--- src/hw/rtl/pgr_pkg.sv ---
package pgr_pkg;

  localparam int unsigned FrameSlotsDefault = 32;

  localparam int unsigned CfgIdxW  = 8;
  localparam int unsigned CfgDataW = 8;

  localparam logic [CfgIdxW-1:0] CfgPolicyMode  = 8'd0;
  localparam logic [CfgIdxW-1:0] CfgFramesInUse = 8'd1;

  localparam logic [5:0] FramesReset = 6'd31;

  typedef enum logic {
    PolicyFifo = 1'b0,
    PolicyLru  = 1'b1
  } policy_e;

  typedef struct packed {
    logic [7:0] page_number;
    logic       clear_count;
  } pgr_in_t;

  typedef struct packed {
    logic        hit;
    logic        evicted_valid;
    logic [7:0]  evicted_page;
    logic [15:0] miss_total;
  } pgr_out_t;

  // Controls broadcast from the top level to every cell.
  typedef struct packed {
    logic       lru_shift;
    logic       evict_shift;
    logic [7:0] ref_page;
  } pgr_ctrl_t;

endpackage

--- src/hw/rtl/pgr_cell.sv ---
module pgr_cell import pgr_pkg::*; (
  input  logic       clk_i,
  input  pgr_ctrl_t  ctrl_i,
  input  logic       valid_i,
  input  logic       write_i,
  input  logic       prefix_i,
  input  logic [7:0] nb_page_i,
  output logic       match_o,
  output logic       prefix_o,
  output logic [7:0] page_o
);

  logic [7:0] page_q, page_d;
  logic       shift;

  assign match_o  = valid_i && (page_q == ctrl_i.ref_page);
  assign prefix_o = prefix_i || match_o;

  // A removal at or before this slot pulls the entry from the right neighbor.
  assign shift = (ctrl_i.lru_shift && prefix_o) || ctrl_i.evict_shift;

  always_comb begin
    page_d = page_q;
    if (write_i) begin
      page_d = ctrl_i.ref_page;
    end else if (shift) begin
      page_d = nb_page_i;
    end
  end

  always_ff @(posedge clk_i) begin
    page_q <= page_d;
  end

  assign page_o = page_q;

endmodule

--- src/hw/rtl/page_replacement_fifo_lru.sv ---
// An accepted reference has its result in the output register in the next cycle.
// Throughput: one reference per cycle; every frame cell compares and shifts in the
// same cycle. The input stalls only while a finished result sits in a stalled output.
// Reset: asynchronous, active low; clears occupancy, miss counter and output valid,
// and sets LRU policy with 31 frames. Frame contents are not cleared.
module page_replacement_fifo_lru import pgr_pkg::*; #(
  parameter int unsigned FrameSlots = FrameSlotsDefault
) (
  input  logic                clk_i,
  input  logic                rst_ni,
  input  logic                in_valid_i,
  output logic                in_stall_o,
  input  pgr_in_t             in_data_i,
  output logic                out_valid_o,
  input  logic                out_stall_i,
  output pgr_out_t            out_data_o,
  input  logic                cfg_valid_i,
  output logic                cfg_ready_o,
  input  logic [CfgIdxW-1:0]  cfg_index_i,
  input  logic [CfgDataW-1:0] cfg_data_i
);

  localparam int unsigned CntW = $clog2(FrameSlots + 1);
  localparam int unsigned LimW = (CntW > 6) ? CntW : 6;

  logic [CntW-1:0] count_q, count_d;
  logic [15:0]     miss_q, miss_d;
  policy_e         policy_q;
  logic [5:0]      frames_q;
  logic            out_valid_q, out_valid_d;
  pgr_out_t        out_data_q, out_data_d;

  logic            accept;
  logic            hit, miss, evict, remove;
  logic [LimW-1:0] lim_ext, cnt_ext;
  logic [CntW-1:0] wp;
  logic [15:0]     miss_base;
  pgr_ctrl_t       ctrl;

  logic [FrameSlots-1:0] match, valid, write;
  logic [FrameSlots:0]   prefix;
  logic [7:0]            page [FrameSlots];
  logic [7:0]            nb_page [FrameSlots];

  assign cfg_ready_o = 1'b1;
  assign in_stall_o  = out_valid_q && out_stall_i;
  assign accept      = in_valid_i && !in_stall_o;

  always_ff @(posedge clk_i or negedge rst_ni) begin
    if (!rst_ni) begin
      policy_q <= PolicyLru;
      frames_q <= FramesReset;
    end else if (cfg_valid_i) begin
      unique case (cfg_index_i)
        CfgPolicyMode:  policy_q <= policy_e'(cfg_data_i[0]);
        CfgFramesInUse: frames_q <= cfg_data_i[5:0];
        default: ;
      endcase
    end
  end

  // Effective frame limit clamped to one through FrameSlots.
  always_comb begin
    lim_ext = (frames_q == 6'd0) ? LimW'(1) : LimW'(frames_q);
    if (lim_ext > LimW'(FrameSlots)) begin
      lim_ext = LimW'(FrameSlots);
    end
  end

  assign cnt_ext = LimW'(count_q);
  assign hit     = |match;
  assign miss    = !hit;
  assign evict   = miss && (cnt_ext >= lim_ext) && (count_q != '0);
  assign remove  = (hit && (policy_q == PolicyLru)) || evict;
  assign wp      = remove ? (count_q - CntW'(1)) : count_q;

  assign ctrl.lru_shift   = accept && hit && (policy_q == PolicyLru);
  assign ctrl.evict_shift = accept && evict;
  assign ctrl.ref_page    = in_data_i.page_number;

  assign prefix[0] = 1'b0;

  for (genvar i = 0; i < FrameSlots; i++) begin : g_cell
    assign valid[i]   = CntW'(i) < count_q;
    assign write[i]   = accept && (remove || miss) && (wp == CntW'(i));
    assign nb_page[i] = (i == FrameSlots - 1) ? in_data_i.page_number
                                              : page[(i + 1) % FrameSlots];
    pgr_cell u_cell (
      .clk_i     (clk_i),
      .ctrl_i    (ctrl),
      .valid_i   (valid[i]),
      .write_i   (write[i]),
      .prefix_i  (prefix[i]),
      .nb_page_i (nb_page[i]),
      .match_o   (match[i]),
      .prefix_o  (prefix[i+1]),
      .page_o    (page[i])
    );
  end

  always_comb begin
    count_d     = count_q;
    miss_d      = miss_q;
    out_data_d  = out_data_q;
    out_valid_d = out_valid_q && out_stall_i;
    miss_base   = in_data_i.clear_count ? 16'd0 : miss_q;
    if (accept) begin
      out_valid_d = 1'b1;
      miss_d      = miss_base;
      if (miss) begin
        if (miss_base != 16'hFFFF) begin
          miss_d = miss_base + 16'd1;
        end
        if (!evict) begin
          count_d = count_q + CntW'(1);
        end
      end
      out_data_d.hit           = hit;
      out_data_d.evicted_valid = evict;
      out_data_d.evicted_page  = evict ? page[0] : 8'd0;
      out_data_d.miss_total    = miss_d;
    end
  end

  always_ff @(posedge clk_i or negedge rst_ni) begin
    if (!rst_ni) begin
      count_q     <= '0;
      miss_q      <= '0;
      out_valid_q <= 1'b0;
    end else begin
      count_q     <= count_d;
      miss_q      <= miss_d;
      out_valid_q <= out_valid_d;
    end
  end

  always_ff @(posedge clk_i) begin
    out_data_q <= out_data_d;
  end

  assign out_valid_o = out_valid_q;
  assign out_data_o  = out_data_q;

endmodule
--- config.mk ---
export PLATFORM = sky130hd
export DESIGN_NAME = page_replacement_fifo_lru
export DESIGN_NICKNAME = d
export VERILOG_FILES = /design/src/hw/rtl/pgr_pkg.sv /design/src/hw/rtl/pgr_cell.sv /design/src/hw/rtl/page_replacement_fifo_lru.sv
export SDC_FILE = /design/constraint.sdc
export NUM_CORES = 1
export LEC_CHECK = 0
export ABC_AREA = 1
export BUFFER_PORTS_ARGS = -buffer_cell sky130_fd_sc_hd__buf_2
export CAP_MARGIN = 20
export CORE_ASPECT_RATIO = 0.9
export CORE_MARGIN = 4
export CORE_UTILIZATION = 35
export CTS_BUF_LIST = sky130_fd_sc_hd__clkbuf_16
export CTS_CLUSTER_DIAMETER = 50
export DETAILED_ROUTE_END_ITERATION = 12
export HOLD_SLACK_MARGIN = 0.08
export RECOVER_POWER = 25
export SLEW_MARGIN = 15
export SYNTH_ARGS = -nofsm -noshare
export SYNTH_HDL_FRONTEND = slang
export SYNTH_HIERARCHICAL = 1
export SYNTH_SLANG_ARGS = --single-unit
--- constraint.sdc ---
create_clock -name clk_i -period 16.59 [get_ports clk_i]
set_input_delay 2.4885 -clock clk_i [delete_from_list [all_inputs] [get_ports clk_i]]
set_output_delay 2.4885 -clock clk_i [all_outputs]
set_load 0.03 [all_outputs]
==> metrics, run 1 <==
setup repair bufs after CTS=0; gpl congestion=0.869; Comb pwr share=32.7%; grt total ovfl=0; count leader, synth=nand2_1; largest net degree at the start of global routing=66; initial antenna violation count=0; Crit. End Element=flop; Netlist Area Pre-Place=20500 µm²; clock sink count=312; Total GRT Usage=15.3%; CTS Hold Bufs=0; reg-to-reg slack, setup=8.73 ns; syn avg cell area=7.45 µm²; Least-Margin Pin Slew=2.42 ns; Seq cells post-synth=312; Power Dens Cells=135 nW/µm²; Ys Warns=6; Final #Nets=2840; die height=238 µm; cts repair resizes=0; FILL cells=6034; Compound-Gate Fraction of Synth Area=9.42%; Cells after Synth=2750; normalized max-slew margin=-61.4%; Synth area leaders=edfxtp_1 (41%), nand2_1 (13%), inv_1 (11%); DR WL/cell=13.7 µm; Post-synth EDFFs=282; syn_nets=2791; Final Setup Violations=0; highest cell delay on the worst timing path=1.47 ns; vias in the first global route=14980; Die Width=263 µm; failing checks=capacitance limit, slew limit; Clock Root Buffer=clkbuf_16; routed vias/inst=4.51; ys async rst share=9.62%; Yosys top cell by area=edfxtp_1; TritonCTS Buffers=37; largest family of logic cells by synthesized area=simple AND/OR/NAND/NOR gates; crit start category=primary input; Clk pwr share=26.1%; sequential share of the synthesized area=45.0%; switching pwr=0.00115 W; switching fraction of total power=37.6%; post-synthesis xor/xnor area fraction=3.29%; worst-path fanout max=33; Max Fclk=101 MHz; Clock Latency Late Sink=0.56 ns; Synth Area in Adders=0.671%; DIE AREA=62500 µm²; share of cells above drive strength 1=10.5%; ANT cells=0; clock-pin slew on the worst setup and hold paths=0.06 ns; status=finished with violations; Final Cycle Share=59.8%; Ports=59; ys flop type=edfxtp_1; worst endpoint required time=16.80 ns; Simple-Gate Fraction of Synth Area=26.9%; row cnt=83; CTS tree=yes; MaxCap Viol Count=3; clock skew=0.0250 ns; clock buffer depth=3; drt pass-1 iters=5; top-area cell type share of the netlist area=41.3%; maximum vdd ir drop=0.0679 mV; Fin. Hold Viols=0; H-tree levels=2; DRT Wirelength=49.4 mm; Starting Density=35.6%; DR vias=16186; Critical-path top delay cell=clkbuf_1; post-synthesis mux area share=2.03%; WS Path Type=primary input to flop; Lkg Pwr=11.3 nW; synth unique cells=37; starting DRC count in detailed routing=1264; Hold Crit Class=flop to flop; crit-path cells=clkbuf_1 > inv_1 > o21ai_0 > nor2_1 > nand3_1 > inv_1 > nor2_1 > nand2_1 > nor2_1 > nand2_1 > nor2_1 > nand3_1 > nand2_1 > nand2_1 > o21ai_0 > nand2_1 > nor2_1 > nor2_1 > nand2_1; Remaining DRCs=0; Syn-to-layout area delta=10.5%; post-detailed-route count of antenna-violating nets=0; Placed Area=21500 µm²; fin. max-slew vios=119; sequential share of power=41.2%; post-route cell area=22600 µm²; WP data arrival=10.13 ns; Int Power=0.00190 W; RSZ-0062 raised after global routing=no; I/O Buffers=55; first-pass GRT wire length=79.2 mm; Post-synth top cells=nand2_1 (690), inv_1 (577), nor2_1 (429), edfxtp_1 (282), a21oi_1 (228); Core Area=57500 µm²; Tmin final=9.92 ns; Detail Placement HPWL=34.2 mm; final setup TNS=0 ns
-- power groups by stage --
stage | Combinational (W) | Clock [W] | Sequential [W]
detailed placement | 0.00100 | 0 | 0.00127
floorplan | 0.000762 | 0 | 0.00124
finish | 0.000996 | 0.000795 | 0.00126
CTS | 0.00101 | 0.000819 | 0.00126
global route | 0.00113 | 0.000853 | 0.00128
global placement | 0.000992 | 0 | 0.00127
-- routing by layer --
| metal | vias to the layer above | wire (µm) | track usage (%) |
|---|---|---|---|
| met5 | - | 0 | 0 |
| met4 | 0 | 654 | 2.94 |
| met3 | 42 | 2570 | 2.31 |
| met2 | 315 | 21400 | 24.2 |
| met1 | 7260 | 24700 | 22.5 |
| li1 | 8569 | - | - |
-- per-stage QoR --
stage                     power, W  cells  hold WS (ns)  util, %  worst slack, ns
after floorplan            0.00200   2750         0.449        -            10.02
after global placement     0.00226   3519         0.467     37.5             8.36
after detailed placement   0.00227   3519         0.469     37.5             8.40
after CTS                  0.00309   3586         0.488     39.5             8.92
after global routing       0.00326   3592         0.523     39.4             5.87
final                      0.00305   3592         0.487     39.4             6.67
-- worst max-delay path, delay by kind of cell --
kind / cells / cell delay [ns]
simple gates: 14 / 5.43
compound gates: 2 / 0.39
buf+inv: 3 / 1.80
-- worst paths after layout --
| check | from | to | cells past startpoint |
|---|---|---|---|
| worst min-delay path | miss_q[15]$_DFFE_PN0P_ | miss_q[15]$_DFFE_PN0P_ | 2 |
| max in group asynchronous | rst_ni | cnt_ext[1]$_DFFE_PN0P_ | 1 |
| min in group asynchronous | rst_ni | miss_q[4]$_DFFE_PN0P_ | 1 |
| worst min register to register | miss_q[15]$_DFFE_PN0P_ | miss_q[15]$_DFFE_PN0P_ | 2 |
| worst max-delay path | in_data_i[8] | g_cell[2].u_cell/page_o[7]$_DFFE_PP_ | 19 |
| worst max register to register | cnt_ext[1]$_DFFE_PN0P_ | g_cell[2].u_cell/page_o[7]$_DFFE_PP_ | 23 |
-- logic make-up after synthesis --
family | count (synthesis)
other cells | 2
xor+xnor | 77
fa+ha+maj | 11
simple gates | 1308
buf+inv | 661
mux | 37
compound gates | 342
flops | 312
-- registers in the layout, summed over array words and instances, names as in the netlist --
name / flops
cnt_ext: 6
frames_q: 6
g_cell.u_cell/page_o: 256
miss_q: 16
out_data_o: 26
out_valid_o: 1
policy_q: 1
-- final cells by class --
cell class / count / area [µm²] / area share [%]
repair buffers: 88 / 468 / 2.07
flip-flops and latches: 312 / 9230 / 40.7
multi-input cells: 1777 / 8630 / 38.1
inverters: 583 / 2190 / 9.66
clock buffers: 39 / 976 / 4.31
clock inverters: 28 / 198 / 0.873
well taps: 765 / 957 / 4.23
-- cells in the final DEF, fill, tap and decap left out, types with 4 or more instances in the layout --
master	instances
nand2_1	693
inv_1	583
nor2_1	430
edfxtp_1	282
a21oi_1	228
o21ai_0	79
xor2_1	75
nand3_1	55
clkbuf_16	39
nor2_2	38
mux2_2	37
clkbuf_1	36
nand2_2	34
nand3_2	32
a21boi_2	32
buf_4	29
dfrtp_1	24
buf_2	23
ha_1	11
nand4_1	9
clkinv_1	9
clkinv_2	6
dfstp_2	6
nor2_4	4
inv_2	4
nand3b_1	4
(Power assumes the default switching activity.)
==> run 2, diff against run 1 <==
==> constraint.sdc (replaced) <==
create_clock -name clk_i -period 8.1 [get_ports clk_i]
set_input_delay 1.215 -clock clk_i [delete_from_list [all_inputs] [get_ports clk_i]]
set_output_delay 1.215 -clock clk_i [all_outputs]
set_load 0.03 [all_outputs]
==> run 2 against run 1 <==
Net effect:
- critical path type unchanged
- flip-flop and latch count is the same
- largest power group unchanged
- highest routed layer unchanged
- register-to-register slack got worse by 7.1 ns
- critical path depth grew 4
- worst hold slack lost 0.0051 ns
- non-clock buffer count increased by 10
- clock power grew 120%
- largest cell class unchanged
- global-route usage increased by 0.38 points
- cell area increased by 1.2%
- sequential power rose by 100%
- via count increased by 0.57%
- routed wire length up 0.47%
- the run still ends with capacitance limit, slew limit left
==> metrics, run 2 (synthesis gave the netlist of run 1 again) <==
Power Dens Cells=280 nW/µm²; Fin. Hold Viols=0; Max Fclk=143 MHz; commonest non-fill, non-tap cell in the layout=nand2_1; normalized max-slew margin=-58.6%; maximum vdd ir drop=0.132 mV; Final Cycle Share=86.0%; crit start category=primary input; Detail Placement HPWL=35.7 mm; DIE AREA=62500 µm²; initial antenna violation count=2; Clock Root Buffer=clkbuf_16; Hold Crit Class=flop to flop; multi-input logic area=8670 µm²; largest net degree at the start of global routing=54; MaxCap Viol Count=2; post-detailed-route count of antenna-violating nets=0; Ports=59; share of cells above drive strength 1=11.1%; ANT cells=0; Starting Density=35.6%; CTS Hold Bufs=0; Syn-to-layout area delta=11.8%; Final Setup Violations=0; FF/Latch Area=9230 µm²; Largest register FFs=256; most frequent cells in the layout=nand2_1 (691), inv_1 (586), nor2_1 (429), edfxtp_1 (282), a21oi_1 (228); worst-path fanout max=44; pre-CTS setup slack=1.50 ns; routed vias/inst=4.52; Remaining DRCs=0; Lkg Pwr=11.4 nW; starting DRC count in detailed routing=1108; clock buffer depth=3; Die Width=263 µm; Clock Latency Late Sink=0.56 ns; failing checks=capacitance limit, slew limit; clock-pin slew on the worst setup and hold paths=0.06 ns; DRT Wirelength=49.6 mm; H-tree levels=2; setup repair bufs after CTS=0; cts repair resizes=0; CTS tree=yes; TritonCTS Buffers=39; gpl congestion=0.865; I/O Buffers=55; die height=238 µm; RSZ-0062 raised after global routing=no; Tmin final=6.97 ns; FILL cells=6066; Least-Margin Pin Slew=2.38 ns; clock sink count=312; WS Path Type=primary input to flop; WP data arrival=7.18 ns; DR WL/cell=13.8 µm; vias in the first global route=15321; status=finished with violations; Core Area=57500 µm²; grt total ovfl=0; clock skew=0.0215 ns; Total GRT Usage=15.7%; post-route setup slack=1.13 ns; row cnt=83; first-pass GRT wire length=80.5 mm; fin. max-slew vios=85; Crit. End Element=flop; worst endpoint required time=8.31 ns; Final #Nets=2852; drt pass-1 iters=5; DR vias=16279; final setup TNS=0 ns
run 2: critical path, stage by stage:
cell and delay, ns:
clkbuf_1 0.84, buf_4 0.59, inv_1 0.11, nand2_1 0.09, nand2_1 0.05, nand2_1 0.06, nor2_1 0.04, nand3_1 0.13
inv_1 0.06, nor2_1 0.13, nand2_1 0.11, nor2_1 0.30, nand2_1 0.20, nor2_8 0.27, nand3_1 0.77, nand2_2 0.58
nand2_1 0.16, o21ai_4 0.10, nand2_4 0.16, nor2_1 0.13, clkbuf_1 0.58, nor2_1 0.11, nand2_1 0.33
run 2: final cells by class:
class,count,share of cell area [%]
sequential,312,40.3
multi-input combinational,1777,37.8
inverter,583,9.55
clock buffer,42,4.59
tap,765,4.18
timing repair buffer,98,2.46
clock inverter,28,1.12
run 2: where the power goes:
part	switching [W]	internal, W
logic	0.00140	0.000667
registers	0.000275	0.00230
clock network	0.000712	0.00107
run 2: path summary, 6_finish.rpt:
check	slack (ns)	startpoint	cells past startpoint	endpoint
max reg2reg	1.63	cnt_ext[5]$_DFFE_PN0P_	23	g_cell[11].u_cell/page_o[3]$_DFFE_PP_
min reg2reg	0.48	frames_q[0]$_DFFE_PN1P_	2	frames_q[0]$_DFFE_PN1P_
max	1.13	in_data_i[7]	23	g_cell[11].u_cell/page_o[3]$_DFFE_PP_
min	0.48	frames_q[0]$_DFFE_PN1P_	2	frames_q[0]$_DFFE_PN1P_
min in group asynchronous	1.21	rst_ni	1	cnt_ext[4]$_DFFE_PN0P_
max in group asynchronous	5.75	rst_ni	1	frames_q[5]$_DFFE_PN0P_
run 2: metrics by stage:
stage          area (µm²)  hold WS (ns)  total power, W  cells  util (%)
2_1_floorplan       20500         0.449         0.00409   2750         -
3_3_place_gp        21700         0.467         0.00465   3535      37.7
3_5_place_dp        21700         0.470         0.00467   3535      37.7
4_1_cts             23000         0.487         0.00649   3605      40.0
5_1_grt             22900         0.505         0.00687   3605      39.8
6_report            22900         0.482         0.00642   3605      39.8
run 2: per-layer routing:
metal / vias up / wire length, µm / global-route usage [%]
met2: 301 / 21000 / 24.4
met3: 66 / 2510 / 2.23
met1: 7308 / 25200 / 23.2
met5: - / 0 / 0
li1: 8604 / - / -
met4: 0 / 917 / 3.56
==> run 3, diff against run 2 <==
==> constraint.sdc (replaced) <==
create_clock -name clk_i -period 7 [get_ports clk_i]
set_input_delay 1.05 -clock clk_i [delete_from_list [all_inputs] [get_ports clk_i]]
set_output_delay 1.05 -clock clk_i [all_outputs]
set_load 0.03 [all_outputs]
==> run 3 against run 2 <==
Net effect:
- sequential power grew 15%
- critical path depth increased by 1
- routed wire length decreased by 0.28%
- largest cell class unchanged
- clock skew fell by 0.0024 ns
- power up 15%
- the flow still finishes with violations (capacitance limit, slew limit)
- largest power group unchanged
- die area stayed put
- first-iteration DRC count increased by 5.3%
- global-route usage shrank 0.094 points
- clock power grew 15%
- non-clock buffer count is 8 higher
- combinational power is 15% higher
==> metrics, run 3 (synthesis gave the netlist of run 1 again) <==
status=finished with violations; failing checks=capacitance limit, slew limit; Fin. Hold Viols=0; starting DRC count in detailed routing=1167; DRT Wirelength=49.4 mm; most frequent cells in the layout=nand2_1 (691), inv_1 (584), nor2_1 (430), edfxtp_1 (282), a21oi_1 (228); Syn-to-layout area delta=12.1%; worst r2r src=cnt_ext[0]$_DFFE_PN0P_; worst-path fanout max=35; TritonCTS Buffers=40; Remaining DRCs=0; highest metal used=met4; reg-to-reg slack, setup=0.76 ns; fin. max-slew vios=85; Lkg Pwr=11.5 nW; hold wc startpoint=miss_q[15]$_DFFE_PN0P_; Die Width=263 µm; clock-pin slew on the worst setup and hold paths=0.05 ns; WP data arrival=6.56 ns; DIE AREA=62500 µm²; Power Dens Cells=322 nW/µm²; Ports=59; DR vias=16241; grt total ovfl=0; H-tree levels=2; Final #Nets=2861; normalized max-slew margin=-57.9%; Crit. End Element=flop; CTS Hold Bufs=0; Largest register FFs=256; clock sink count=312; die height=238 µm; ANT cells=0; clock skew=0.0192 ns; post-detailed-route count of antenna-violating nets=0; met2 WL post-DR=21.0 mm; Starting Density=35.6%; initial antenna violation count=3; Worst R2R Path Depth=24; Total GRT Usage=15.6%; Clock Latency Late Sink=0.56 ns; vias in the first global route=15265; Reg2Reg Capture Point=g_cell[15].u_cell/page_o[3]$_DFFE_PP_; post-route cell area=23000 µm²; CTS tree=yes; RSZ-0062 raised after global routing=no; share of cells above drive strength 1=11.4%; Hold Path Depth=2; clock buffer depth=3; Final Setup Violations=0; drt pass-1 iters=9; Final Cycle Share=90.6%; Detail Placement HPWL=36.1 mm; Least-Margin Pin Slew=2.37 ns; Core Area=57500 µm²; worst endpoint required time=7.21 ns; Tot Pwr=0.00739 W; Clock Root Buffer=clkbuf_16; routed vias/inst=4.49; commonest non-fill, non-tap cell in the layout=nand2_1; I/O Buffers=55; final setup TNS=0 ns; maximum vdd ir drop=0.170 mV; row cnt=83; crit start category=primary input; Hold WS=0.482 ns; first-pass GRT wire length=80.4 mm; cts repair resizes=0; WL met3=2.65 mm; worst min-delay path endpoint=miss_q[15]$_DFFE_PN0P_; DR WL/cell=13.7 µm; Placed Area=21800 µm²; met1 wire length=25.1 mm; largest net degree at the start of global routing=54; Max Fclk=158 MHz; MaxCap Viol Count=2; Util after Layout=39.9%; WS Path Type=primary input to flop; Tmin final=6.34 ns; Hold Crit Class=flop to flop; gpl congestion=0.882; FILL cells=5954; setup repair bufs after CTS=0
-- run 3: how the worst max path moves through the flow --
stage,depth (start not counted),start,to
6_report,24,in_data_i[2],g_cell[15].u_cell/page_o[3]$_DFFE_PP_
2_1_floorplan,75,cnt_ext[0]$_DFFE_PN0P_,g_cell[31].u_cell/page_o[0]$_DFFE_PP_
3_5_place_dp,65,in_data_i[7],g_cell[31].u_cell/page_o[1]$_DFFE_PP_
3_3_place_gp,65,in_data_i[7],g_cell[31].u_cell/page_o[1]$_DFFE_PP_
4_1_cts,74,cnt_ext[0]$_DFFE_PN0P_,g_cell[31].u_cell/page_o[3]$_DFFE_PP_
5_1_grt,24,in_data_i[2],g_cell[31].u_cell/page_o[3]$_DFFE_PP_
-- run 3: routing by layer --
metal | vias to the layer above | track usage [%]
met5 | - | 0
met4 | 0 | 3.15
met3 | 53 | 2.57
met2 | 306 | 24.1
met1 | 7252 | 23.1
li1 | 8630 | -
-- run 3: area by class of cell --
type                    count  area, µm²  share of cell area, %
well taps                 765        957                   4.17
multi-input cells        1777       8650                   37.6
clock inverters            33        280                   1.22
inverters                 583       2190                   9.52
flip-flops and latches    312       9230                   40.2
repair buffers            106        649                   2.83
clock buffers              41       1030                   4.46
-- run 3: critical path: stages --
cell      delay [ns]
buf_2           0.38
buf_4           0.53
buf_4           0.34
nand2_1         0.08
nand2_1         0.06
inv_1           0.03
nand2_1         0.06
nor2_2          0.04
nand3_1         0.10
inv_1           0.09
nor2_1          0.14
nand2_1         0.08
nor2_1          0.17
nand2_1         0.16
nor2_8          0.26
nand3_1         0.77
nand2_2         0.55
nand2_1         0.08
o21ai_0         0.18
nand2_4         0.20
nor2_1          0.15
clkbuf_1        0.55
nor2_1          0.11
nand2_1         0.35
-- run 3: power by group --
part / switching [W] / internal, W
registers: 0.000299 / 0.00266
logic: 0.00161 / 0.000773
clock network: 0.000834 / 0.00122
-- run 3: stage by stage --
stage | cells | setup slack, ns
after global routing | 3617 | 0.107
after detailed placement | 3543 | 0.719
final | 3617 | 0.658
after CTS | 3617 | 0.880
after floorplan | 2750 | 1.80
after global placement | 3543 | 0.685
